### src/rtl/cdma_pkg.sv
// Package for the cartridge DMA register controller: types, codes and reset constants.
// Used by the top level, cdma_front and cdma_back; no dependencies.
`timescale 1ns / 1ps
package cdma_pkg;
	localparam int DramAddrBitsDefault = 24;
	localparam logic [24:0] DramSizeReset = 25'h0400000;
	localparam logic [31:0] CartBaseReset = 32'h10000000;
	localparam logic [31:0] CartEndReset = 32'h1fc00000;
	localparam logic [31:0] CartAddrMask = 32'h3fffffff;

	typedef enum logic [1:0] {
		FUNC_READ = 2'd0,
		FUNC_WRITE = 2'd1,
		FUNC_TICK = 2'd2,
		FUNC_NONE = 2'd3
	} func_t;

	typedef enum logic [2:0] {
		ERR_OK = 3'd0,
		ERR_BUSY = 3'd1,
		ERR_ALIGN = 3'd2,
		ERR_DEST = 3'd3,
		ERR_SRC = 3'd4,
		ERR_UNKNOWN = 3'd5,
		ERR_RESET = 3'd6,
		ERR_SPARE = 3'd7
	} err_t;

	typedef enum logic [1:0] {
		CFG_DRAM_SIZE = 2'd0,
		CFG_CART_BASE = 2'd1,
		CFG_CART_END = 2'd2,
		CFG_NONE = 2'd3
	} cfg_idx_t;

	// Kind of operation decided by the front part.
	typedef enum logic [2:0] {
		OP_NOP,
		OP_TICK,
		OP_READ,
		OP_WRITE,
		OP_BADREG
	} op_t;

	typedef struct packed {
		op_t         op;
		logic [3:0]  reg_idx;
		logic [31:0] data;
	} cmd_t;

	typedef struct packed {
		logic        handled;
		logic [31:0] read_data;
		logic [2:0]  error_code;
		logic        intr_raise;
		logic        intr_clear;
		logic        dma_busy;
		logic        copy_valid;
		logic        copy_to_cart;
		logic [23:0] copy_dram_addr;
		logic [31:0] copy_cart_addr;
		logic [31:0] copy_length;
	} res_t;
endpackage

### src/rtl/cart_dma_register_controller.sv
// Top level of the cartridge DMA register controller.
// Depends on cdma_pkg, cdma_front and cdma_back.
`timescale 1ns / 1ps
// One input transaction is a register read, a register write or one clock tick, and
// each gives exactly one result transaction. The block takes one transaction per
// cycle while the queue has room: the front part decodes it into a two-entry command
// queue, and the back part, which holds the DMA registers and transfer countdown,
// completes one command per cycle into an output register unless the output stalls,
// which backs up the queue. A length write that passes its checks starts a transfer
// that finishes length+1 ticks later with an interrupt raise and a copy order.
// Configuration registers (DRAM size, cartridge window base and end) are written
// through cfg_we, cfg_index and cfg_data by the user only while idle (not enforced).
module cart_dma_register_controller #(
	parameter int DRAM_ADDR_BITS = cdma_pkg::DramAddrBitsDefault
) (
	input  logic         clk,
	input  logic         arst_n,
	input  logic         s_axis_tvalid,
	output logic         s_axis_tready,
	// func[1:0], access_bytes[5:2], address_offset[25:6], write_data[57:26]
	input  logic [63:0]  s_axis_tdata,
	output logic         m_axis_tvalid,
	input  logic         m_axis_tready,
	// handled[0], read_data[32:1], error_code[35:33], intr_raise[36], intr_clear[37],
	// dma_busy[38], copy_valid[39], copy_to_cart[40], copy_dram_addr[64:41],
	// copy_cart_addr[96:65], copy_length[128:97]
	output logic [135:0] m_axis_tdata,
	input  logic         cfg_we,
	input  logic [1:0]   cfg_index,
	input  logic [31:0]  cfg_data
);
	logic [24:0] dram_size_q;
	logic [31:0] cart_base_q, cart_end_q;
	logic cmd_valid, cmd_ready;
	cdma_pkg::cmd_t cmd;
	cdma_pkg::res_t res;

	always_ff @(posedge clk or negedge arst_n) begin
		if (!arst_n) begin
			dram_size_q <= cdma_pkg::DramSizeReset;
			cart_base_q <= cdma_pkg::CartBaseReset;
			cart_end_q <= cdma_pkg::CartEndReset;
		end else if (cfg_we) begin
			unique case (cfg_index)
				cdma_pkg::CFG_DRAM_SIZE: dram_size_q <= cfg_data[24:0];
				cdma_pkg::CFG_CART_BASE: cart_base_q <= cfg_data;
				cdma_pkg::CFG_CART_END: cart_end_q <= cfg_data;
				default: ;
			endcase
		end
	end

	cdma_front u_front (
		.clk(clk), .arst_n(arst_n),
		.in_valid(s_axis_tvalid), .in_ready(s_axis_tready),
		.func(s_axis_tdata[1:0]), .access_bytes(s_axis_tdata[5:2]),
		.address_offset(s_axis_tdata[25:6]), .write_data(s_axis_tdata[57:26]),
		.cmd_valid(cmd_valid), .cmd_ready(cmd_ready), .cmd(cmd)
	);

	cdma_back #(.DRAM_ADDR_BITS(DRAM_ADDR_BITS)) u_back (
		.clk(clk), .arst_n(arst_n),
		.cmd_valid(cmd_valid), .cmd_ready(cmd_ready), .cmd(cmd),
		.dram_size(dram_size_q), .cart_base(cart_base_q), .cart_end(cart_end_q),
		.res_valid(m_axis_tvalid), .res_ready(m_axis_tready), .res(res)
	);

	assign m_axis_tdata = {7'd0, res.copy_length, res.copy_cart_addr, res.copy_dram_addr,
		res.copy_to_cart, res.copy_valid, res.dma_busy, res.intr_clear, res.intr_raise,
		res.error_code, res.read_data, res.handled};
endmodule

### src/rtl/cdma_front.sv
// Front part: accepts input transactions, decodes them and feeds a two-entry command queue.
// Depends on cdma_pkg.
`timescale 1ns / 1ps
module cdma_front (
	input  logic          clk,
	input  logic          arst_n,
	input  logic          in_valid,
	output logic          in_ready,
	input  logic [1:0]    func,
	input  logic [3:0]    access_bytes,
	input  logic [19:0]   address_offset,
	input  logic [31:0]   write_data,
	output logic          cmd_valid,
	input  logic          cmd_ready,
	output cdma_pkg::cmd_t cmd
);
	cdma_pkg::cmd_t dec;
	cdma_pkg::cmd_t fifo_q [2];
	logic           rd_ptr_q, wr_ptr_q;
	logic [1:0]     count_q;
	logic           push, pop;

	always_comb begin
		dec.reg_idx = address_offset[5:2];
		dec.data = write_data;
		unique case (func)
			cdma_pkg::FUNC_TICK: dec.op = cdma_pkg::OP_TICK;
			cdma_pkg::FUNC_READ, cdma_pkg::FUNC_WRITE: begin
				if (access_bytes != 4'd4) dec.op = cdma_pkg::OP_NOP;
				else if (address_offset[1:0] != 2'b00 || address_offset > 20'h30)
					dec.op = cdma_pkg::OP_BADREG;
				else if (func == cdma_pkg::FUNC_READ) dec.op = cdma_pkg::OP_READ;
				else dec.op = cdma_pkg::OP_WRITE;
			end
			default: dec.op = cdma_pkg::OP_NOP;
		endcase
	end

	assign in_ready = count_q != 2'd2;
	assign push = in_valid && in_ready;
	assign cmd_valid = count_q != 2'd0;
	assign pop = cmd_valid && cmd_ready;
	assign cmd = fifo_q[rd_ptr_q];

	always_ff @(posedge clk) begin
		if (push) fifo_q[wr_ptr_q] <= dec;
	end

	always_ff @(posedge clk or negedge arst_n) begin
		if (!arst_n) begin
			rd_ptr_q <= 1'b0;
			wr_ptr_q <= 1'b0;
			count_q <= 2'd0;
		end else begin
			if (push) wr_ptr_q <= ~wr_ptr_q;
			if (pop) rd_ptr_q <= ~rd_ptr_q;
			count_q <= count_q + {1'b0, push} - {1'b0, pop};
		end
	end
endmodule

### src/rtl/cdma_back.sv
// Back part: register file, transfer checks, countdown and result register.
// Depends on cdma_pkg.
`timescale 1ns / 1ps
module cdma_back #(
	parameter int DRAM_ADDR_BITS = cdma_pkg::DramAddrBitsDefault
) (
	input  logic           clk,
	input  logic           arst_n,
	input  logic           cmd_valid,
	output logic           cmd_ready,
	input  cdma_pkg::cmd_t cmd,
	input  logic [24:0]    dram_size,
	input  logic [31:0]    cart_base,
	input  logic [31:0]    cart_end,
	output logic           res_valid,
	input  logic           res_ready,
	output cdma_pkg::res_t res
);
	localparam int MaskBits = (DRAM_ADDR_BITS < 24) ? DRAM_ADDR_BITS : 24;
	localparam logic [23:0] DramMask = 24'((33'd1 << MaskBits) - 33'd1);

	logic [23:0] dram_addr_q, lat_dram_q;
	logic [31:0] cart_addr_q, rd_len_q, wr_len_q, lat_cart_q, ticks_q;
	logic [31:0] timing_q [8];
	logic        busy_q, pend_q, pend_cart_q;
	cdma_pkg::res_t res_q, r;
	logic        res_valid_q, go;

	logic [31:0] len, cart_msk, cdst, csrc;
	logic [32:0] sum_rc, sum_rd, sum_wd, sum_wc;
	logic        start, start_cart;
	logic [31:0] t1;
	logic [32:0] wl1, fits;

	assign go = cmd_valid && (!res_valid_q || res_ready);
	assign cmd_ready = !res_valid_q || res_ready;
	assign res_valid = res_valid_q;
	assign res = res_q;

	always_comb begin
		len = cmd.data + 32'd1;
		cart_msk = cart_addr_q & cdma_pkg::CartAddrMask;
		cdst = cart_msk;
		csrc = cart_addr_q;
		sum_rc = {1'b0, cdst} + {1'b0, len};
		sum_rd = {9'd0, dram_addr_q} + {1'b0, len};
		sum_wd = {9'd0, dram_addr_q} + {1'b0, len};
		sum_wc = {1'b0, csrc} + {1'b0, len};
		t1 = ticks_q - 32'd1;
		wl1 = {1'b0, wr_len_q} + 33'd1;
		fits = {9'd0, lat_dram_q} + {1'b0, wl1[31:0]};
		start = 1'b0;
		start_cart = 1'b0;
		r = '0;
		r.dma_busy = busy_q;
		unique case (cmd.op)
			cdma_pkg::OP_TICK: begin
				r.handled = 1'b1;
				if (pend_q && t1 == 32'd0) begin
					r.intr_raise = 1'b1;
					r.copy_valid = 1'b1;
					r.dma_busy = 1'b0;
					r.copy_to_cart = pend_cart_q;
					r.copy_dram_addr = lat_dram_q;
					r.copy_cart_addr = lat_cart_q;
					if (pend_cart_q) r.copy_length = rd_len_q + 32'd1;
					else if ({8'd0, lat_dram_q} >= dram_size) r.copy_length = '0;
					else if (fits > {8'd0, dram_size})
						r.copy_length = 32'(dram_size - {1'b0, lat_dram_q});
					else r.copy_length = wl1[31:0];
				end
			end
			cdma_pkg::OP_BADREG: begin
				r.handled = 1'b1;
				r.error_code = cdma_pkg::ERR_UNKNOWN;
			end
			cdma_pkg::OP_READ: begin
				r.handled = 1'b1;
				case (cmd.reg_idx)
					4'd0: r.read_data = {8'd0, dram_addr_q};
					4'd1: r.read_data = cart_addr_q;
					4'd2: r.read_data = rd_len_q;
					4'd3: r.read_data = wr_len_q;
					4'd4: r.read_data = {31'd0, busy_q};
					default: r.read_data = timing_q[3'(cmd.reg_idx - 4'd5)];
				endcase
			end
			cdma_pkg::OP_WRITE: begin
				r.handled = 1'b1;
				case (cmd.reg_idx)
					4'd2: begin
						if (busy_q) r.error_code = cdma_pkg::ERR_BUSY;
						else if (dram_addr_q[2:0] != 3'd0 || cdst[0])
							r.error_code = cdma_pkg::ERR_ALIGN;
						else if (sum_rc[31:0] <= cdst || cdst < cart_base
							|| sum_rc > {1'b0, cart_end})
							r.error_code = cdma_pkg::ERR_DEST;
						else if (sum_rd[31:0] <= {8'd0, dram_addr_q}
							|| sum_rd > {8'd0, dram_size})
							r.error_code = cdma_pkg::ERR_SRC;
						else begin
							start = 1'b1;
							start_cart = 1'b1;
							r.dma_busy = 1'b1;
						end
					end
					4'd3: begin
						if (busy_q) r.error_code = cdma_pkg::ERR_BUSY;
						else if (csrc[0] || dram_addr_q[2:0] != 3'd0)
							r.error_code = cdma_pkg::ERR_ALIGN;
						else if (sum_wd[31:0] <= {8'd0, dram_addr_q}
							|| {8'd0, dram_addr_q} >= dram_size)
							r.error_code = cdma_pkg::ERR_DEST;
						else if (sum_wc[31:0] <= csrc || csrc < cart_base
							|| sum_wc > {1'b0, cart_end})
							r.error_code = cdma_pkg::ERR_SRC;
						else begin
							start = 1'b1;
							r.dma_busy = 1'b1;
						end
					end
					4'd4: begin
						r.dma_busy = 1'b0;
						if (cmd.data[0]) r.error_code = cdma_pkg::ERR_RESET;
						r.intr_clear = cmd.data[1];
					end
					default: ;
				endcase
			end
			default: ;
		endcase
	end

	always_ff @(posedge clk) begin
		if (go) res_q <= r;
	end

	always_ff @(posedge clk or negedge arst_n) begin
		if (!arst_n) begin
			res_valid_q <= 1'b0;
			dram_addr_q <= '0; cart_addr_q <= '0; rd_len_q <= '0; wr_len_q <= '0;
			lat_dram_q <= '0; lat_cart_q <= '0; ticks_q <= '0;
			busy_q <= 1'b0; pend_q <= 1'b0; pend_cart_q <= 1'b0;
			for (int i = 0; i < 8; i++) timing_q[i] <= '0;
		end else begin
			if (cmd_ready) res_valid_q <= cmd_valid;
			if (go) begin
				busy_q <= r.dma_busy;
				if (cmd.op == cdma_pkg::OP_TICK && pend_q) begin
					ticks_q <= t1;
					if (t1 == 32'd0) pend_q <= 1'b0;
				end
				if (start) begin
					lat_dram_q <= dram_addr_q & DramMask;
					lat_cart_q <= start_cart ? cdst : csrc;
					pend_q <= 1'b1;
					pend_cart_q <= start_cart;
					ticks_q <= len;
					if (start_cart) rd_len_q <= cmd.data;
					else wr_len_q <= cmd.data;
				end
				if (cmd.op == cdma_pkg::OP_WRITE) begin
					case (cmd.reg_idx)
						4'd0: dram_addr_q <= cmd.data[23:0] & DramMask;
						4'd1: cart_addr_q <= cmd.data;
						4'd2, 4'd3, 4'd4: ;
						default: timing_q[3'(cmd.reg_idx - 4'd5)] <= cmd.data;
					endcase
				end
			end
		end
	end
endmodule

### config.mk
export PLATFORM = sky130hd
export DESIGN_NAME = cart_dma_register_controller
export DESIGN_NICKNAME = d
export VERILOG_FILES = /design/src/rtl/cdma_pkg.sv /design/src/rtl/cart_dma_register_controller.sv /design/src/rtl/cdma_front.sv /design/src/rtl/cdma_back.sv
export SDC_FILE = /design/constraint.sdc
export NUM_CORES = 2
export LEC_CHECK = 0
export BUFFER_PORTS_ARGS = -buffer_cell sky130_fd_sc_hd__buf_2
export CAP_MARGIN = 20
export CORE_MARGIN = 3
export CORE_UTILIZATION = 62
export CTS_BUF_LIST = sky130_fd_sc_hd__clkbuf_8 sky130_fd_sc_hd__clkbuf_16
export DETAILED_ROUTE_END_ITERATION = 10
export PLACE_DENSITY = 0.79
export SYNTH_ARGS = -nofsm -noshare
export SYNTH_HDL_FRONTEND = slang
export SYNTH_SLANG_ARGS = --single-unit
### constraint.sdc
create_clock -name clk -period 11.06 [get_ports clk]
set_clock_uncertainty 0.05 [all_clocks]
set_input_delay 2.212 -clock clk [delete_from_list [all_inputs] [get_ports clk]]
set_output_delay 2.212 -clock clk [all_outputs]
set_load 0.005 [all_outputs]
==> Word-level counts from Yosys, hierarchy flattened <==
Memories as Yosys holds them, arrays and structs flattened.
Index checks and enable logic that the tools add are counted.
W data, S select, Z words.
{ "word_totals": {"reg_bits": 690, "ram_bits": 78, "inputBits": 103, "output_inout_bits": 138, "wordCells": 174, "mem_count": 1} }
{ "memory_table": {"columns": ["name", "depth", "width", "read_ports", "rd_clocked_by_memory_dff", "wr", "line_no", "rtl"], "rows": [
  ["u_front.fifo_q", 2, 39, 1, 0, 1, "cdma_front.sv:18", "cdma_pkg::cmd_t fifo_q [2];"]
]} }
{ "classes": {"n_addsub": 12, "magnitude_cmp": 14, "n_eq_ne": 14, "muxes": 52, "n_bitwise": 5, "reduce_logical": 40} }
{ "ops": {"columns": ["cell", "count"], "rows": [
  ["$mux W32", 9],
  ["$bwmux W256", 1],
  ["$pmux W32 S5", 1],
  ["$add A32 B1 Y32 const B", 3],
  ["$bmux W32 S3", 1],
  ["$demux W32 S3", 1],
  ["$mux W91", 1],
  ["$add A24 B32 Y33", 2],
  ["$gt A33 B25 Y1", 2],
  ["$gt A33 B32 Y1", 2],
  ["$ge A24 B25 Y1", 2],
  ["$add A30 B32 Y33", 1],
  ["$add A32 B32 Y33", 1],
  ["$mux W3", 11],
  ["$le A32 B24 Y1", 1],
  ["$le A32 B30 Y1", 1],
  ["$le A32 B32 Y1", 1],
  ["$logic_not A32 Y1", 1],
  ["$lt A30 B32 Y1", 1],
  ["$lt A32 B32 Y1", 1],
  ["$sub A32 B1 Y32 const B", 1],
  ["$sub A25 B24 Y26", 1],
  ["$mux W1", 21],
  ["$gt A20 B6 Y1 const B", 1],
  ["33 further kinds", 69]
]} }

==> Logic depth before layout (Yosys ltp) <==
An unclocked memory read counts as a cell.
{ "depth": {"word_depth": 14, "mapped_depth": 44, "depth_no_buf": 34} }

==> By module <==
Synthesis repeated with hierarchy kept, for this count alone.
{ "unflattened": {"cells_unflattened": 4035, "area_unflattened_um2": 44536.5} }
{ "by_module_without_submodules": {"columns": ["module", "instances", "cells_per_inst", "area_per_inst_um2", "seq_area_each_um2"], "rows": [
  ["cdma_back", 1, 3686, 37990.2, 15554.9],
  ["cart_dma_register_controller", 1, 197, 3428.3, 2238.4],
  ["cdma_front", 1, 152, 3118.0, 2442.3]
]} }

==> Worst setup path after synthesis <==
Ideal clock, no wire load.
{ "synth_timing": {"path_type": "register -> register", "from": "reg u_front.rd_ptr_q", "to": "reg u_back.wr_len_q[14]", "setup_time_ns": 0.128, "arrival_ns": 8.995, "t_required_ns": 10.882, "setup_slack_ns": 1.888, "path_stages_with_launch": 41, "path_buffers": 9, "synth_period_minus_slack_ns": 9.172, "path_cell_list": "dfrtp_1 -> buf_4 -> buf_4 -> buf_4 -> clkbuf_1 -> clkbuf_1 -> buf_1 -> buf_1 -> mux2i_1 -> inv_1 -> ha_1 -> inv_1 -> a211oi_1 -> nand2_1 -> nor2_1 -> nand2_1 -> xnor2_1 -> ha_1 -> (+5 left out) -> o31ai_1 -> a21oi_1 -> nor3_1 -> o21ba_2 -> xnor2_1 -> ha_1 -> nand4_1 -> nor4_1 -> nand2_1 -> a21o_1 -> and2_1 -> a311o_1 -> or4_1 -> nor4b_4 -> o21ai_1 -> a211oi_2 -> buf_6 -> mux2_1"} }
{ "synth_rtl": {"columns": ["item", "line_no", "rtl"], "rows": [
  ["from (decl)", "cdma_front.sv:19", "logic rd_ptr_q, wr_ptr_q;"],
  ["from (signal assigned)", "cdma_front.sv:56", "if (pop) rd_ptr_q <= ~rd_ptr_q;"],
  ["to (signal assigned)", "cdma_back.sv:160", "else wr_len_q <= cmd.data;"],
  ["to (decl)", "cdma_back.sv:23", "logic [31:0] cart_addr_q, rd_len_q, wr_len_q, lat_cart_q, ticks_q;"]
]} }

==> Final worst setup path <==
{ "layout_timing": {"from": "reg u_front.rd_ptr_q", "to": "reg u_back.wr_len_q[31]"} }
{ "layout_between": {"elab_chain_cells": 13, "word_cells_on_any_way": 34, "cone_classes": "add/sub (4); order compare (6); eq/ne (3); mux (12); bitwise (1); reduce/logical (7); memory (1)"} }
{ "layout_rtl": {"columns": ["item", "line_no", "rtl"], "rows": [
  ["$mem_v2 Z2 W39 (*)", null, null],
  ["$add A32 B1 Y32", "cdma_back.sv:41", "len = cmd.data + 32'd1;"],
  ["$add A32 B32 Y33, or another cell as far along", "cdma_back.sv:48", "sum_wc = {1'b0, csrc} + {1'b0, len};"],
  ["$le A32 B32 Y1, or another cell as far along", "cdma_back.sv:114", "else if (sum_wc[31:0] <= csrc || csrc < cart_base"],
  ["$logic_or A1 B1 Y1 (on tied branches)", "cdma_back.sv:114, cdma_back.sv:95, cdma_back.sv:99", null],
  ["$logic_or A1 B1 Y1, or another cell as far along", "cdma_back.sv:115", "|| sum_wc > {1'b0, cart_end})"],
  ["$mux W1 (on tied branches)", "cdma_back.sv:114, cdma_back.sv:95", null],
  ["$mux W1 (on tied branches)", "cdma_back.sv:111, cdma_back.sv:93", null],
  ["$mux W1 (on tied branches)", "cdma_back.sv:109, cdma_back.sv:92", null],
  ["$mux W1 (on tied branches)", "cdma_back.sv:108, cdma_back.sv:90", null],
  ["$pmux W1 S2 / $mux W1 (equally long branches)", "cdma_back.sv:90, cdma_back.sv:56", null],
  ["$mux W1 / $not A1 Y1 (equally long branches)", null, null],
  ["$reduce_and A3 Y1 (no source line)", null, null]
]} }
Every way passes the cells marked *; elsewhere a longest branch is shown, timed or not.
A chain may end at the register's enable or synchronous reset.

==> summary.md <==
| Metric | Value |
|---|---|
| Synth Flop Type | dfrtp_1 |
| PwrDens | 292 nW/µm² |
| Hold_sp | u_back.lat_cart_q[9]$_DFFE_PN0P_ |
| Max Fclk | 0.104 GHz |
| Hold path cells | 2 |
| Ys Warns | 0 |
| RSZ-0062 raised after global routing | no |
| Hold Fails Final Rpt | 0 |
| Largest net degree at the start of global routing | 169 |
| Vias | 36,998 |
| Synth Area per Inst | 9.66 µm² |
| Post-cts resize count | 0 |
| Clk root buf | clkbuf_16 |
| Seq cells post-synth | 767 |
| Clock period minus worst slack | 9.65 ns |
| Number of global-route vias before repair | 35,188 |
| Initial antenna violation count | 4 |
| Max-Cap Viols | 0 |
| Clock transition at path regs | 0.06 ns |
| Pins Over Slew Limit | 0 |
| Worst hold endpoint | u_back.lat_cart_q[9]$_DFFE_PN0P_ |
| Critical path startpoint category | register |
| Slowest cell on crit path | xnor2_1 |
| R2R Setup Slk | 1.41 ns |
| Die Height | 271 µm |
| R2R Path End | u_back.wr_len_q[31]$_DFFE_PN0P_ |
| CP required | 11.57 ns |
| DP HPWL | 102,000 µm |
| Drt first-iter violations | 4,736 |
| PortBufs | 227 |
| Setup violators final | 0 |
| DRC errors left | 0 |
| Clk sink count | 767 |
| FF-to-FF Start | u_front.rd_ptr_q$_DFFE_PN0P_ |
| Num ports | 241 |
| Die W | 271 µm |
| CTS Hold Bufs | 0 |
| Area grow syn2layout | 12.0% |
| TritonCTS clock tree | yes |
| Delay of the slowest critical-path stage | 0.87 ns |
| Async SR Flop Fraction | 0.731 |
| Syn Inst Count | 4,520 |
| GRT Total Usage | 0.379 |
| Total grt overflow | 0 |
| Die Area | 73,600 µm² |
| Tightest Pin Transition | 1.24 ns |
| Final GP Congestion | 0.992 |
| Total CTS buffers | 81 |
| Final TNS setup | 0 ns |
| Number of flops mapped to enable cells by yosys | 206 |
| Hold_ws | 0.424 ns |
| First-pass GRT wire length | 212,000 µm |
| Std cell rows | 96 |
| Leakage power | 0.0217 µW |
| ANT nets after route | 0 |
| Total power | 14,300 µW |
| First-pass DRT Iterations | 9 |
| Slew headroom | 0.169 |
| Crit Path Category | reg2reg |
| Part of the Yosys area used for sequential elements | 0.464 |
| Clock Tree Buf Depth | 3 |
| Reg2Reg Depth | 34 |
| Per-cell routed wire length | 24.7 µm |
| Synth cell types | 84 |
| Status | finished clean |
| CP endpoint kind | register |
| CORE AREA | 69,200 µm² |
| Share of layout cells above drive strength 1 | 0.127 |
| Fill cells | 5,185 |
| Clk Latency, worst-skew pair | 0.66 ns |
| Postcts setup bufs | 0 |
| H-Tree Depth | 3 |
| Initial Utilization | 0.631 |
| Routed vias/inst | 6.48 |
| Fin crit share | 0.872 |
| Min-delay worst type | reg2reg |
| Routed wire length | 141,000 µm |
| Critical Path AT | 10.16 ns |
| Final #Nets | 5,130 |
| CP max FO | 46 |
| Worst vdd ir | 214 µV |
| Post-synthesis cell area | 43,600 µm² |
-- worst max path at each step --
stage	from	endpoint	slack (ns)	depth (start not counted)
2_1_floorplan	u_front.rd_ptr_q$_DFFE_PN0P_	u_back.wr_len_q[14]$_DFFE_PN0P_	1.89	40
5_1_grt	u_front.rd_ptr_q$_DFFE_PN0P_	u_back.wr_len_q[31]$_DFFE_PN0P_	0.75	34
6_report	u_front.rd_ptr_q$_DFFE_PN0P_	u_back.wr_len_q[31]$_DFFE_PN0P_	1.41	34
3_5_place_dp	u_front.rd_ptr_q$_DFFE_PN0P_	u_back.wr_len_q[31]$_DFFE_PN0P_	1.32	32
4_1_cts	u_front.rd_ptr_q$_DFFE_PN0P_	u_back.wr_len_q[31]$_DFFE_PN0P_	1.26	32
3_3_place_gp	u_front.rd_ptr_q$_DFFE_PN0P_	u_back.wr_len_q[29]$_DFFE_PN0P_	1.42	32
-- final cells by class --
type	count	area [µm²]	area share
Antenna cell	1	2.50	0.0000512
Timing Repair Buffer	330	1990	0.0406
Tap cell	931	1160	0.0238
Clock buffer	93	2250	0.0460
Sequential cell	767	20200	0.414
Clock inverter	57	606	0.0124
Multi-Input combinational cell	3268	21700	0.443
Inverter	260	981	0.0201
-- worst max-delay path: cells and delay by family, from the launching register on --
kind            cells  cell delay, ns
xor+xnor            2            1.03
simple gates        9            1.97
flops               1            0.41
buf+inv             4            1.44
mux                 2            0.41
compound gates     15            3.44
fa+ha+maj           2            0.78
-- power breakdown --
group / total [µW] / internal (µW) / switching (µW)
Sequential: 4420 / 3760 / 659
Clock: 2890 / 1660 / 1220
Combinational: 6980 / 2540 / 4440
-- cell usage after synthesis (7+ instances only) --
cell type,instances,area share
buf_1,19,0.0016
nand2_1,340,0.029
dfstp_2,9,0.0054
a211o_1,8,0.0016
inv_1,260,0.022
ha_1,314,0.090
nor2b_1,26,0.0037
o21bai_1,16,0.0028
a22oi_1,176,0.030
edfxtp_1,206,0.14
a31oi_1,44,0.0063
dfrtp_1,552,0.32
nor3_1,83,0.0095
o31ai_1,16,0.0028
a21oi_1,427,0.049
and3_1,27,0.0039
nand3b_1,9,0.0015
nand4_1,99,0.014
o21a_1,34,0.0058
or4_1,8,0.0014
nand2b_1,19,0.0027
mux2_2,75,0.019
nor4_1,28,0.0040
buf_4,13,0.0022
a21boi_0,14,0.0024
nor3b_1,10,0.0017
nand3_1,95,0.011
and2_1,73,0.010
xnor2_1,130,0.026
a21o_1,93,0.016
o21ai_0,274,0.031
nor2_1,441,0.038
xor2_1,62,0.012
or3_1,12,0.0017
mux2i_1,84,0.019
o22ai_1,29,0.0042
or2_2,9,0.0013
nand4b_1,8,0.0016
a222oi_1,9,0.0021
buf_2,7,0.00080
a211oi_1,37,0.0064
clkbuf_1,191,0.016
o211a_1,10,0.0023
and4_1,10,0.0020
o211ai_1,20,0.0034
-- state kept, by name, summed over array words and instances (netlist names), 2 cells and up --
signal,flops
dram_size_q,25
u_back.dram_addr_q,24
u_back.rd_len_q,32
u_front.fifo_q,78
u_back.lat_dram_q,24
u_back.wr_len_q,32
u_back.lat_cart_q,32
u_front.count_q,2
u_back.timing_q,256
u_back.res,128
cart_base_q,32
u_back.cart_addr_q,32
u_back.ticks_q,32
cart_end_q,32
-- stage by stage --
stage,worst slack (ns),util,std cells,cell area [µm²]
finish,1.41,0.707,5707,48900
global route,0.754,0.707,5706,48900
CTS,1.26,0.705,5698,48800
detailed placement,1.32,0.664,5548,45900
global placement,1.42,0.663,5545,45900
floorplan,1.89,-,4526,43700
-- layer usage --
metal  wire length [µm]  vias to the layer above  GRT usage
li1                   -                    16668          -
met1              55800                    17834      0.511
met2              61300                     2088      0.571
met3              14900                      402     0.0841
met4               9100                        6      0.207
met5                 34                        -          0
-- layout by cell type, fill, tap and decap left out, drive strengths merged, types with 20 or more instances in the layout --
cell type and n:
a22oi 176, o21ai 277, edfxtp 206, nor4 28, and3 27, nor3 84
clkbuf 93, nand3 95, o22ai 29, nor2 441, a211oi 38, and2 74
a31oi 44, o211ai 20, inv 275, xor2 62, a21oi 427, mux2i 84
nor2b 26, nand2 340, xnor2 130, dfrtp 552, buf 330, nand4 99
mux2 78, ha 314, o21a 34, a21o 93, clkinv 28
-- kinds of logic (layout without fill, tap and decap cells) --
| kind of cell | Yosys count | in the layout | synth area share |
|---|---|---|---|
| other | 1 | 8 | 0.0000859 |
| muxes | 162 | 162 | 0.0394 |
| AOI/OAI and AO/OA | 1277 | 1277 | 0.181 |
| adders and majority gates | 319 | 319 | 0.0923 |
| DFF | 767 | 767 | 0.464 |
| xor gates and xnor gates | 192 | 192 | 0.0385 |
| and+or+nand+nor | 1311 | 1311 | 0.141 |
| buffers and inverters | 491 | 740 | 0.0437 |
Power figures use the tool's default switching activity.
